$ cat src/wfd_pkg.sv
// Shared types and constants for the weather frame decoder.
// No dependencies; used by every module under src.
package wfd_pkg;

    localparam int FRAME_BITS  = 120;
    localparam int FRAME_BYTES = FRAME_BITS / 8;
    localparam int SUM_BYTES   = 13;
    localparam int STORE_DEPTH = 14;
    localparam int HDR_BYTES   = 3;
    localparam int CNT_W       = 5;
    localparam logic [CNT_W-1:0] COUNT_SAT = 5'd16;
    localparam logic [CNT_W-1:0] LAST_IDX  = CNT_W'(FRAME_BYTES - 1);
    localparam logic [CNT_W-1:0] CSUM_IDX  = CNT_W'(STORE_DEPTH - 1);

    localparam logic [7:0] HDR_BYTE0 = 8'h55;
    localparam logic [7:0] HDR_BYTE1 = 8'h5a;
    localparam logic [7:0] HDR_BYTE2 = 8'h7c;

    localparam int OUT_DATA_W = 80;

    typedef enum logic [1:0] {
        ST_OK       = 2'd0,
        ST_LEN_FAIL = 2'd1,
        ST_HDR_FAIL = 2'd2,
        ST_SUM_FAIL = 2'd3
    } t_status;

    // One classified byte handed from the front to the back.
    typedef struct packed {
        logic [7:0]       inv_byte;
        logic [CNT_W-1:0] idx;
        logic             hdr_ok;
        logic             last;
    } t_item;

    localparam int ITEM_W = $bits(t_item);

    typedef struct packed {
        logic [31:0]       date_time_packed;
        logic [3:0]        wind_direction;
        logic [7:0]        wind_speed_raw;
        logic [7:0]        humidity_raw;
        logic signed [11:0] temperature_tenths;
        logic              battery_good;
        logic [2:0]        channel_number;
        logic [7:0]        station_id;
        t_status           status;
    } t_result;

    function automatic logic [7:0] hdr_byte(input logic [1:0] sel);
        logic [7:0] b;
        case (sel)
            2'd0:    b = HDR_BYTE0;
            2'd1:    b = HDR_BYTE1;
            2'd2:    b = HDR_BYTE2;
            default: b = 8'h00;
        endcase
        return b;
    endfunction

endpackage

$ cat src/weather_frame_decoder_top.sv
// Top level of the weather frame decoder: front, queue and back wired to streams.
// Depends on wfd_pkg, wfd_front, wfd_fifo and wfd_back.
//
// Feed one raw frame byte per beat on s_axis; tuser marks the first byte of a
// frame and tlast the last. The block takes one byte every cycle while the
// queue has room. An accepted byte is written into the front-to-back queue;
// from the head of that queue an end byte is decoded straight into the output
// register, which makes the result beat valid on m_axis. Only end bytes wait
// on m_axis_tready. The queue of FIFO_DEPTH entries lets the input keep
// flowing while a result is still waiting to be taken; the input stalls only
// once that queue is full.
module weather_frame_decoder_top #(
    parameter int FIFO_DEPTH = 4
) (
    input  logic        i_clk,
    input  logic        i_rst_n,
    input  logic        s_axis_tvalid,
    output logic        s_axis_tready,
    input  logic [7:0]  s_axis_tdata,   // [7:0] raw_byte
    input  logic        s_axis_tuser,   // [0] frame_start
    input  logic        s_axis_tlast,   // frame_end
    output logic        m_axis_tvalid,
    input  logic        m_axis_tready,
    // [1:0] status, [9:2] station_id, [12:10] channel_number,
    // [13] battery_good, [25:14] temperature_tenths, [33:26] humidity_raw,
    // [41:34] wind_speed_raw, [45:42] wind_direction,
    // [77:46] date_time_packed, [79:78] zero
    output logic [wfd_pkg::OUT_DATA_W-1:0] m_axis_tdata
);

    logic             push, pop, space, q_valid;
    wfd_pkg::t_item   front_item, back_item;
    wfd_pkg::t_result res;

    assign s_axis_tready = space;

    wfd_front u_front (
        .i_clk   (i_clk),
        .i_rst_n (i_rst_n),
        .i_valid (s_axis_tvalid),
        .i_raw   (s_axis_tdata),
        .i_start (s_axis_tuser),
        .i_end   (s_axis_tlast),
        .i_space (space),
        .o_push  (push),
        .o_item  (front_item)
    );

    wfd_fifo #(
        .DEPTH (FIFO_DEPTH)
    ) u_fifo (
        .i_clk   (i_clk),
        .i_rst_n (i_rst_n),
        .i_push  (push),
        .i_item  (front_item),
        .o_space (space),
        .i_pop   (pop),
        .o_valid (q_valid),
        .o_item  (back_item)
    );

    wfd_back u_back (
        .i_clk       (i_clk),
        .i_rst_n     (i_rst_n),
        .i_valid     (q_valid),
        .i_item      (back_item),
        .o_pop       (pop),
        .o_res_valid (m_axis_tvalid),
        .i_res_ready (m_axis_tready),
        .o_res       (res)
    );

    assign m_axis_tdata = {(wfd_pkg::OUT_DATA_W - $bits(wfd_pkg::t_result))'(0), res};

endmodule

$ cat src/wfd_front.sv
// Front end: takes raw bytes, tracks position and header match, inverts.
// Depends on wfd_pkg; feeds wfd_fifo.
module wfd_front (
    input  logic           i_clk,
    input  logic           i_rst_n,
    input  logic           i_valid,
    input  logic [7:0]     i_raw,
    input  logic           i_start,
    input  logic           i_end,
    input  logic           i_space,
    output logic           o_push,
    output wfd_pkg::t_item o_item
);

    logic [wfd_pkg::CNT_W-1:0] r_count, n_count;
    logic                      r_hdr_ok, n_hdr_ok;
    logic [wfd_pkg::CNT_W-1:0] idx;
    logic                      hdr_in;
    logic                      hdr_mismatch;

    assign o_push = i_valid && i_space;

    always_comb begin
        // A start mark drops whatever frame was in progress.
        idx          = i_start ? '0 : r_count;
        hdr_in       = i_start ? 1'b1 : r_hdr_ok;
        hdr_mismatch = (idx < wfd_pkg::CNT_W'(wfd_pkg::HDR_BYTES)) &&
                       (i_raw != wfd_pkg::hdr_byte(idx[1:0]));
        o_item.inv_byte = ~i_raw;
        o_item.idx      = idx;
        o_item.hdr_ok   = hdr_in && !hdr_mismatch;
        o_item.last     = i_end;
    end

    always_comb begin
        n_count  = r_count;
        n_hdr_ok = r_hdr_ok;
        if (o_push) begin
            if (i_end) begin
                n_count  = '0;
                n_hdr_ok = 1'b1;
            end else begin
                n_count  = (idx < wfd_pkg::COUNT_SAT) ? idx + 1'b1 : idx;
                n_hdr_ok = o_item.hdr_ok;
            end
        end
    end

    always_ff @(posedge i_clk) begin
        if (!i_rst_n) begin
            r_count  <= '0;
            r_hdr_ok <= 1'b1;
        end else begin
            r_count  <= n_count;
            r_hdr_ok <= n_hdr_ok;
        end
    end

endmodule

$ cat src/wfd_fifo.sv
// Short queue between the front and the back of the frame decoder.
// Depends on wfd_pkg for the item type.
module wfd_fifo #(
    parameter int DEPTH = 4
) (
    input  logic           i_clk,
    input  logic           i_rst_n,
    input  logic           i_push,
    input  wfd_pkg::t_item i_item,
    output logic           o_space,
    input  logic           i_pop,
    output logic           o_valid,
    output wfd_pkg::t_item o_item
);

    localparam int PTR_W = (DEPTH > 1) ? $clog2(DEPTH) : 1;
    localparam int CNT_W = $clog2(DEPTH + 1);

    wfd_pkg::t_item r_mem [DEPTH];
    logic [PTR_W-1:0] r_wr_ptr, n_wr_ptr;
    logic [PTR_W-1:0] r_rd_ptr, n_rd_ptr;
    logic [CNT_W-1:0] r_used, n_used;
    logic             do_push, do_pop;

    assign o_space = (r_used != CNT_W'(DEPTH));
    assign o_valid = (r_used != '0);
    assign o_item  = r_mem[r_rd_ptr];
    assign do_push = i_push && o_space;
    assign do_pop  = i_pop && o_valid;

    always_comb begin
        n_wr_ptr = r_wr_ptr;
        n_rd_ptr = r_rd_ptr;
        n_used   = r_used;
        if (do_push) begin
            n_wr_ptr = (r_wr_ptr == PTR_W'(DEPTH - 1)) ? '0 : r_wr_ptr + 1'b1;
        end
        if (do_pop) begin
            n_rd_ptr = (r_rd_ptr == PTR_W'(DEPTH - 1)) ? '0 : r_rd_ptr + 1'b1;
        end
        if (do_push && !do_pop) begin
            n_used = r_used + 1'b1;
        end else if (do_pop && !do_push) begin
            n_used = r_used - 1'b1;
        end
    end

    always_ff @(posedge i_clk) begin
        if (do_push) begin
            r_mem[r_wr_ptr] <= i_item;
        end
    end

    always_ff @(posedge i_clk) begin
        if (!i_rst_n) begin
            r_wr_ptr <= '0;
            r_rd_ptr <= '0;
            r_used   <= '0;
        end else begin
            r_wr_ptr <= n_wr_ptr;
            r_rd_ptr <= n_rd_ptr;
            r_used   <= n_used;
        end
    end

endmodule

$ cat src/wfd_back.sv
// Back end: stores inverted bytes, keeps the checksum, builds the result.
// Depends on wfd_pkg; drains wfd_fifo and owns the output register.
module wfd_back (
    input  logic            i_clk,
    input  logic            i_rst_n,
    input  logic            i_valid,
    input  wfd_pkg::t_item  i_item,
    output logic            o_pop,
    output logic            o_res_valid,
    input  logic            i_res_ready,
    output wfd_pkg::t_result o_res
);

    logic [7:0]       r_store [wfd_pkg::STORE_DEPTH];
    logic [7:0]       r_sum, n_sum;
    logic             r_res_valid, n_res_valid;
    wfd_pkg::t_result r_res, n_res;
    wfd_pkg::t_status status;
    logic             slot_free;
    logic [31:0]      dt;

    assign slot_free   = !r_res_valid || i_res_ready;
    // Only an end byte needs the output slot; other bytes always drain.
    assign o_pop       = i_valid && (!i_item.last || slot_free);
    assign o_res_valid = r_res_valid;
    assign o_res       = r_res;

    always_comb begin
        n_sum = r_sum;
        if (o_pop && (i_item.idx < wfd_pkg::CNT_W'(wfd_pkg::SUM_BYTES))) begin
            n_sum = (i_item.idx == '0) ? i_item.inv_byte : r_sum + i_item.inv_byte;
        end
    end

    always_comb begin
        if (i_item.idx != wfd_pkg::LAST_IDX) begin
            status = wfd_pkg::ST_LEN_FAIL;
        end else if (!i_item.hdr_ok) begin
            status = wfd_pkg::ST_HDR_FAIL;
        end else if (r_sum != r_store[wfd_pkg::STORE_DEPTH-1]) begin
            status = wfd_pkg::ST_SUM_FAIL;
        end else begin
            status = wfd_pkg::ST_OK;
        end
        dt = {r_store[4][5:0], r_store[5], r_store[6], r_store[7], r_store[8][7:6]};
    end

    always_comb begin
        n_res       = r_res;
        n_res_valid = r_res_valid;
        if (i_res_ready) begin
            n_res_valid = 1'b0;
        end
        if (o_pop && i_item.last) begin
            n_res_valid = 1'b1;
            n_res       = '0;
            n_res.status = status;
            if (status == wfd_pkg::ST_OK) begin
                n_res.station_id         = r_store[3];
                n_res.channel_number     = {1'b0, r_store[8][5:4]} + 3'd1;
                n_res.battery_good       = r_store[12][2];
                n_res.temperature_tenths = {r_store[8][3:0], r_store[9]};
                n_res.humidity_raw       = r_store[10];
                n_res.wind_speed_raw     = r_store[11];
                n_res.wind_direction     = r_store[12][7:4];
                n_res.date_time_packed   = dt;
            end
        end
    end

    always_ff @(posedge i_clk) begin
        if (o_pop && (i_item.idx < wfd_pkg::CNT_W'(wfd_pkg::STORE_DEPTH))) begin
            r_store[i_item.idx[3:0]] <= i_item.inv_byte;
        end
        r_res <= n_res;
    end

    always_ff @(posedge i_clk) begin
        if (!i_rst_n) begin
            r_sum       <= '0;
            r_res_valid <= 1'b0;
        end else begin
            r_sum       <= n_sum;
            r_res_valid <= n_res_valid;
        end
    end

endmodule
$ cat config.mk
export PLATFORM = sky130hd
export DESIGN_NAME = weather_frame_decoder_top
export DESIGN_NICKNAME = d
export VERILOG_FILES = /design/src/wfd_pkg.sv /design/src/weather_frame_decoder_top.sv /design/src/wfd_front.sv /design/src/wfd_fifo.sv /design/src/wfd_back.sv
export SDC_FILE = /design/constraint.sdc
export NUM_CORES = 1
export LEC_CHECK = 0
export CORE_ASPECT_RATIO = 1.1
export CORE_UTILIZATION = 59
export CTS_BUF_LIST = sky130_fd_sc_hd__clkbuf_2
export CTS_CLUSTER_SIZE = 14
export DETAILED_ROUTE_END_ITERATION = 8
export DONT_BUFFER_PORTS = 1
export PLACE_DENSITY = 0.84
export SLEW_MARGIN = 10
export SYNTH_ARGS = -nofsm -noshare
export SYNTH_HDL_FRONTEND = slang
export SYNTH_SLANG_ARGS = --single-unit
$ cat constraint.sdc
create_clock -name i_clk -period 3.52 [get_ports i_clk]
set_clock_uncertainty 0.2 [all_clocks]
set_input_delay 0.528 -clock i_clk [delete_from_list [all_inputs] [get_ports i_clk]]
set_output_delay 0.528 -clock i_clk [all_outputs]
set_load 0.02 [all_outputs]
==> results of run 1 <==
[flip-flops by register name (all words and copies together), names as in the netlist, named ones only]
signal and flops:
u_back.r_store 83, u_back.o_res 78, u_fifo.r_mem 60, u_back.r_sum 8, u_front.r_count 5, u_fifo.r_used 3, u_fifo.r_rd_ptr 2, u_fifo.r_wr_ptr 2
u_back.o_res_valid 1, u_front.r_hdr_ok 1
[final cells by class]
class | count | area (sq um)
repair buffers | 35 | 335.3
fillers | 1031 | 5294
clock buffers | 70 | 350.3
clock inverters | 24 | 153.9
inverters | 24 | 90.09
well taps | 200 | 250.2
diodes | 1 | 2.502
multi-input cells | 285 | 2202
flip-flops and latches | 245 | 7117
[cell usage in the layout (no fill, tap or decap), types with 6 or more instances in the layout]
| cell | instances |
|---|---|
| a21oi_1 | 12 |
| and2_1 | 39 |
| and2_2 | 38 |
| buf_4 | 18 |
| clkbuf_2 | 70 |
| clkinv_1 | 15 |
| clkinv_2 | 6 |
| dfxtp_1 | 24 |
| dlygate4sd3_1 | 14 |
| edfxtp_1 | 221 |
| ha_1 | 15 |
| inv_1 | 24 |
| mux2i_1 | 7 |
| mux4_2 | 11 |
| nand2_1 | 15 |
| nand3_1 | 7 |
| nor2_1 | 20 |
| nor2b_1 | 9 |
| nor3_1 | 13 |
| o21ai_0 | 17 |
| xor2_1 | 12 |
[layer usage]
| layer | vias up | GRT usage | part of all wire |
|---|---|---|---|
| met2 | 221 | 0.3718 | 0.52 |
| li1 | 2294 | - | - |
| met3 | 48 | 0.05556 | 0.069 |
| met4 | 0 | 0.1078 | 0.033 |
| met1 | 2405 | 0.2450 | 0.38 |
| met5 | - | 0 | 0 |
[path summary, 6_finish.rpt]
| check | from | end | slack (ns) | cells after the start |
|---|---|---|---|---|
| worst min-delay path | s_axis_tdata[2] | u_fifo.r_mem[0][1]$_DFFE_PP_ | 0.13 | 4 |
| worst max register to register | u_front.r_count[0]$_SDFFE_PN0P_ | u_front.r_hdr_ok$_SDFFE_PN1P_ | 0.36 | 10 |
| worst max-delay path | u_front.r_count[0]$_SDFFE_PN0P_ | u_front.r_hdr_ok$_SDFFE_PN1P_ | 0.36 | 10 |
| worst min register to register | u_fifo.r_wr_ptr[1]$_SDFFE_PN0P_ | u_fifo.r_wr_ptr[1]$_SDFFE_PN0P_ | 0.31 | 2 |
[logic make-up after synthesis]
logic type | share of synthesized area
AOI/OAI and AO/OA | 0.03414
xor gates and xnor gates | 0.01557
adders and majority gates | 0.02381
buffers and inverters | 0.02656
DFF | 0.7441
muxes | 0.04422
other | 0.0003921
and+or+nand+nor | 0.1112
[stage by stage]
| stage | setup slack, ns | utilization |
|---|---|---|
| 2_1_floorplan | 0.5485 | - |
| 3_3_place_gp | 0.5540 | 0.6237 |
| 3_5_place_dp | 0.4516 | 0.6237 |
| 4_1_cts | 0.2794 | 0.6645 |
| 5_1_grt | 0.1350 | 0.6648 |
| 6_report | 0.3592 | 0.6648 |
[repair_timing]
action / 4_1_cts / 5_1_grt
resized for setup: 0 / 1
endpoints found under the setup margin: 0 / 1
hold buffers: 14 / 0
hold endpoints to repair: 80 / 0
setup buffers: 0 / 0
[power by group through the flow]
stage	combinational (mW)	sequential (mW)	clock [mW]
detailed placement	2.05	4.86	0
floorplan	1.46	4.71	0
finish	2.07	4.78	1.73
global placement	1.94	4.81	0
CTS	2.08	4.79	1.77
global route	2.25	4.85	1.90
[worst register-to-register path, stage by stage, from the launching register on]
cell           delay, ns
dfxtp_1             0.47
nor2b_2             0.38
inv_1               0.08
ha_1                0.34
xor2_1              0.17
nor3_1              0.18
o211ai_1            0.16
a31oi_1             0.33
nor3_1              0.09
o21ai_0             0.15
dlygate4sd3_1       0.56
==> results.py, run 1 <==
metrics = {
    "floorplanning": {
        "die_w_microns": 123.4,
        "initial_core_util": 0.6055,
        "core.rowCount": 48,
        "dieArea_sq_um": 16720,
        "dieHeight_microns": 135.5,
        "fp.coreArea_sq_um": 15800,
        "io_pins": 96,
    },
    "layout": {
        "finalNonFillerCells": 884,
        "drive_gt1_frac": 0.2357,
        "final_cell_area_sq_um": 10500,
        "nNetsFinal": 675,
        "syn_to_final_growth_pct": 9.798,
    },
    "setup_path": {
        "crit_required_ns": 4.04,
        "max_stage_delay_ns": 0.56,
        "cp.arrival_ns": 3.68,
        "timing.critical_path.buf_inv": 2,
        "crit_path_max_fanout": 8,
        "critical_path.cell_chain": "nor2b_2, inv_1, ha_1, xor2_1, nor3_1, o211ai_1, a31oi_1, nor3_1, o21ai_0, dlygate4sd3_1",
        "crit_slowest_cell": "dlygate4sd3_1",
        "critPathKind": "flip-flop to flip-flop",
        "cp-start-kind": "flip-flop",
        "path_delay_family": "simple AND/OR/NAND/NOR gates",
        "path_common_cell": "nor3_1",
        "end_kind": "flip-flop",
    },
    "logic_synthesis": {
        "syn_area_sq_um": 9564,
        "synth.largest_area_cell": "edfxtp_1",
        "ys_top_cells_by_count": "edfxtp_1, and2_1, and2_2",
        "synth_enable_flop_cells": 221,
        "synth_top_flop_cell": "edfxtp_1",
        "yosysMostFrequentCell": "edfxtp_1",
        "synth_top_area_frac": 0.6939,
        "synth.distinct_cells": 55,
        "synth_area_leaders": "edfxtp_1, dfxtp_1, and2_2",
        "ys_seq_area_frac": 0.7441,
        "yosys_warnings": 0,
        "syn_avg_cell_area_sq_um": 16.75,
        "synth-async-reset-ratio": 0,
        "synth_cells": 571,
        "yosys_register_bits": 245,
    },
    "power_and_ir_drop": {
        "p_leak_nw": 3.820,
        "pwr-share-comb": 0.241,
        "ir_drop_v": 0.0004028,
        "power_density_nw_per_um2": 817.0,
        "pwr-share-seq": 0.558,
        "p_total_mw": 8.580,
        "p_sw_frac": 0.3543,
        "p_switching_mw": 3.040,
        "clkPwrFrac": 0.201,
        "p_int_mw": 5.540,
    },
    "timing": {
        "finalHoldViolations": 0,
        "period_needed_ns": 3.161,
        "post-route-period-util": 0.8980,
        "rsz0062_at_grt": "no",
        "fmaxAchievable_mhz": 316.4,
        "tns_ns": 0,
        "setup_viol": 0,
        "worstMarginPinSlew_ns": 0.8417,
        "relSlewSlack": 0.4370,
        "slew_viol_final": 0,
        "hold_ws_ns": 0.1310,
    },
    "drt": {
        "drt_iter0_drc": 333,
        "final_antenna_net_count": 0,
        "firstDrtPassIters": 4,
        "drc": 0,
        "wl_mm": 17.15,
        "routed_via_density": 5.620,
        "vias": 4968,
        "wl_per_cell_microns": 19.40,
    },
    "clock_tree": {
        "cts_tree": "built",
        "cts_made_buffers": 53,
        "htree_num_levels": 2,
        "clk_path_buf_depth": 3,
        "cts_root_buf": "clkbuf_2",
        "path_clk_slew_ns": 0.10,
        "clock_sinks": 245,
        "insertion_delay_ns": 0.81,
    },
    "global_route": {
        "grt-ovfl-total": 0,
        "antenna_found_initial": 1,
        "grt_max_degree": 76,
        "grt.total_usage": 0.2149,
        "grt_pass1_vias": 5253,
        "grt_pass1_wl_mm": 26.60,
    },
    "flow_run": {
        "drv_cap": 0,
    },
    "place": {
        "place_inst": 775,
        "globalplace.congestion": 0.8217,
        "dpl.hpwl_mm": 11.42,
        "place_area_sq_um": 9852,
        "portBuffers": 0,
    },
    "run_status": {
        "status": "finished, final reports clean",
    },
    "worst_hold_path": {
        "hold_class": "primary input to flip-flop",
    },
}
Note: power is estimated with default switching activity, not from simulation.
==> run 2: changes to the inputs <==
--- a/config.mk
+++ b/config.mk
@@ -6,12 +6,12 @@
 export NUM_CORES = 1
 export LEC_CHECK = 0
 export CORE_ASPECT_RATIO = 1.1
-export CORE_UTILIZATION = 59
+export CORE_UTILIZATION = 23
 export CTS_BUF_LIST = sky130_fd_sc_hd__clkbuf_2
 export CTS_CLUSTER_SIZE = 14
 export DETAILED_ROUTE_END_ITERATION = 8
 export DONT_BUFFER_PORTS = 1
-export PLACE_DENSITY = 0.84
+export PLACE_DENSITY = 0.43
 export SLEW_MARGIN = 10
 export SYNTH_ARGS = -nofsm -noshare
 export SYNTH_HDL_FRONTEND = slang
==> results.py, run 2 (synthesized netlist as in run 1, its figures left out) <==
metrics = {
    "run_status": {
        "status": "finished, final reports clean",
    },
    "floorplanning": {
        "initial_core_util": 0.2358,
        "io_pins": 96,
        "fp.coreArea_sq_um": 40560,
        "dieArea_sq_um": 42400,
        "die_w_microns": 196.4,
        "core.rowCount": 77,
        "dieHeight_microns": 215.9,
    },
    "setup_path": {
        "critical_path.cell_chain": "nor2b_1, inv_1, ha_1, xor2_1, nor3_1, o211ai_1, a31oi_1, dlygate4sd3_1, nor3_1, o21ai_0",
        "crit_path_max_fanout": 8,
        "max_stage_delay_ns": 0.67,
        "cp.arrival_ns": 3.99,
        "timing.critical_path.buf_inv": 2,
        "path_common_cell": "nor3_1",
        "path_delay_family": "simple AND/OR/NAND/NOR gates",
        "end_kind": "flip-flop",
        "crit_required_ns": 4.16,
        "cp-start-kind": "flip-flop",
        "critPathKind": "flip-flop to flip-flop",
        "crit_slowest_cell": "dlygate4sd3_1",
    },
    "layout": {
        "final_common_cell": "edfxtp_1",
        "drive_gt1_frac": 0.2471,
        "mostFrequentLayoutCells": "edfxtp_1, clkbuf_2, and2_1",
        "largest_register_ffs": 83,
        "final_cell_area_sq_um": 11070,
        "nNetsFinal": 684,
        "nFillCells": 4107,
        "syn_to_final_growth_pct": 15.70,
    },
    "drt": {
        "vias": 4952,
        "wl_met2_mm": 9.272,
        "drc": 0,
        "final_antenna_net_count": 0,
        "firstDrtPassIters": 4,
        "top_layer_used": "met4",
        "routed_via_density": 3.946,
        "drt_iter0_drc": 192,
        "wl_met1_mm": 8.617,
        "wl_per_cell_microns": 15.55,
        "dr_wl_met3_mm": 1.058,
        "wl_mm": 19.52,
    },
    "flow_run": {
        "drv_cap": 0,
    },
    "clock_tree": {
        "htree_num_levels": 2,
        "insertion_delay_ns": 0.95,
        "cts_made_buffers": 60,
        "postCtsSetupRepairBufs": 0,
        "cts_root_buf": "clkbuf_2",
        "cts_resized": 0,
        "cts_tree": "built",
        "clock_sinks": 245,
        "clk_path_buf_depth": 3,
        "path_clk_slew_ns": 0.11,
    },
    "worst_hold_path": {
        "hold_class": "primary input to flip-flop",
    },
    "timing": {
        "setup_viol": 0,
        "slew_viol_final": 0,
        "fmaxAchievable_mhz": 298.0,
        "hold_ws_ns": 0.1421,
        "post-route-period-util": 0.9533,
        "rsz0062_at_grt": "no",
        "finalHoldViolations": 0,
        "relSlewSlack": 0.3931,
        "worstMarginPinSlew_ns": 0.9074,
        "period_needed_ns": 3.356,
        "tns_ns": 0,
    },
    "place": {
        "globalplace.congestion": 0.7329,
        "place_area_sq_um": 10310,
        "portBuffers": 0,
        "dpl.hpwl_mm": 13.18,
    },
    "power_and_ir_drop": {
        "ir_drop_v": 0.0002498,
        "power_density_nw_per_um2": 803.5,
        "p_leak_nw": 3.893,
    },
    "global_route": {
        "antenna_found_initial": 1,
        "grt_max_degree": 74,
        "grt-ovfl-total": 0,
        "grt_pass1_wl_mm": 29.67,
        "grt_pass1_vias": 5297,
        "grt.total_usage": 0.09285,
    },
}
## run 2: power breakdown
| part | switching [mW] | internal (mW) |
|---|---|---|
| combinational | 1.31 | 0.801 |
| clock | 1.17 | 0.839 |
| sequential | 0.712 | 4.05 |
| total | 3.20 | 5.69 |
## run 2: worst paths after layout
kind,from,end,slack [ns],depth (start not counted)
worst max-delay path,u_front.r_count[0]$_SDFFE_PN0P_,u_front.r_hdr_ok$_SDFFE_PN1P_,0.16,10
worst min-delay path,s_axis_tvalid,u_fifo.r_mem[1][6]$_DFFE_PP_,0.14,1
worst min register to register,u_back.r_store[3][6]$_DFFE_PP_,u_back.o_res[8]$_SDFFCE_PP0P_,0.30,1
worst max register to register,u_front.r_count[0]$_SDFFE_PN0P_,u_front.r_hdr_ok$_SDFFE_PN1P_,0.16,10
## run 2: final cells by class
class,instances,area [sq um],share of cell area
Inverter,24,90.09,0.008141
Clock buffer,74,370.4,0.03347
Multi-Input combinational cell,285,2200,0.1988
Timing Repair Buffer,37,350.3,0.03166
Clock inverter,35,241.5,0.02182
Antenna cell,2,5.005,0.0004523
Tap cell,553,691.9,0.06253
Sequential cell,245,7117,0.6431
## run 2: what timing repair did
| item | in CTS | in global routing |
|---|---|---|
| hold buffers | 14 | 0 |
| hold endpoints to repair | 113 | 0 |
| setup endpoints to repair | 0 | 0 |
## run 2: per-stage QoR
step           power, mW  cells  utilization  setup WS [ns]
2_1_floorplan      6.170    572            -         0.5485
3_3_place_gp       6.914   1130       0.2542         0.3935
3_5_place_dp       6.999   1130       0.2542         0.3461
4_1_cts            9.084   1253       0.2727         0.1668
5_1_grt            9.422   1254       0.2728       0.005914
6_report           8.892   1255       0.2728         0.1644
## run 2: metal layers
metal / GRT usage / vias to the layer above
met4: 0.05156 / 0
met3: 0.02688 / 52
li1: - / 2322
met1: 0.1085 / 2406
met2: 0.1525 / 172
met5: 0 / -
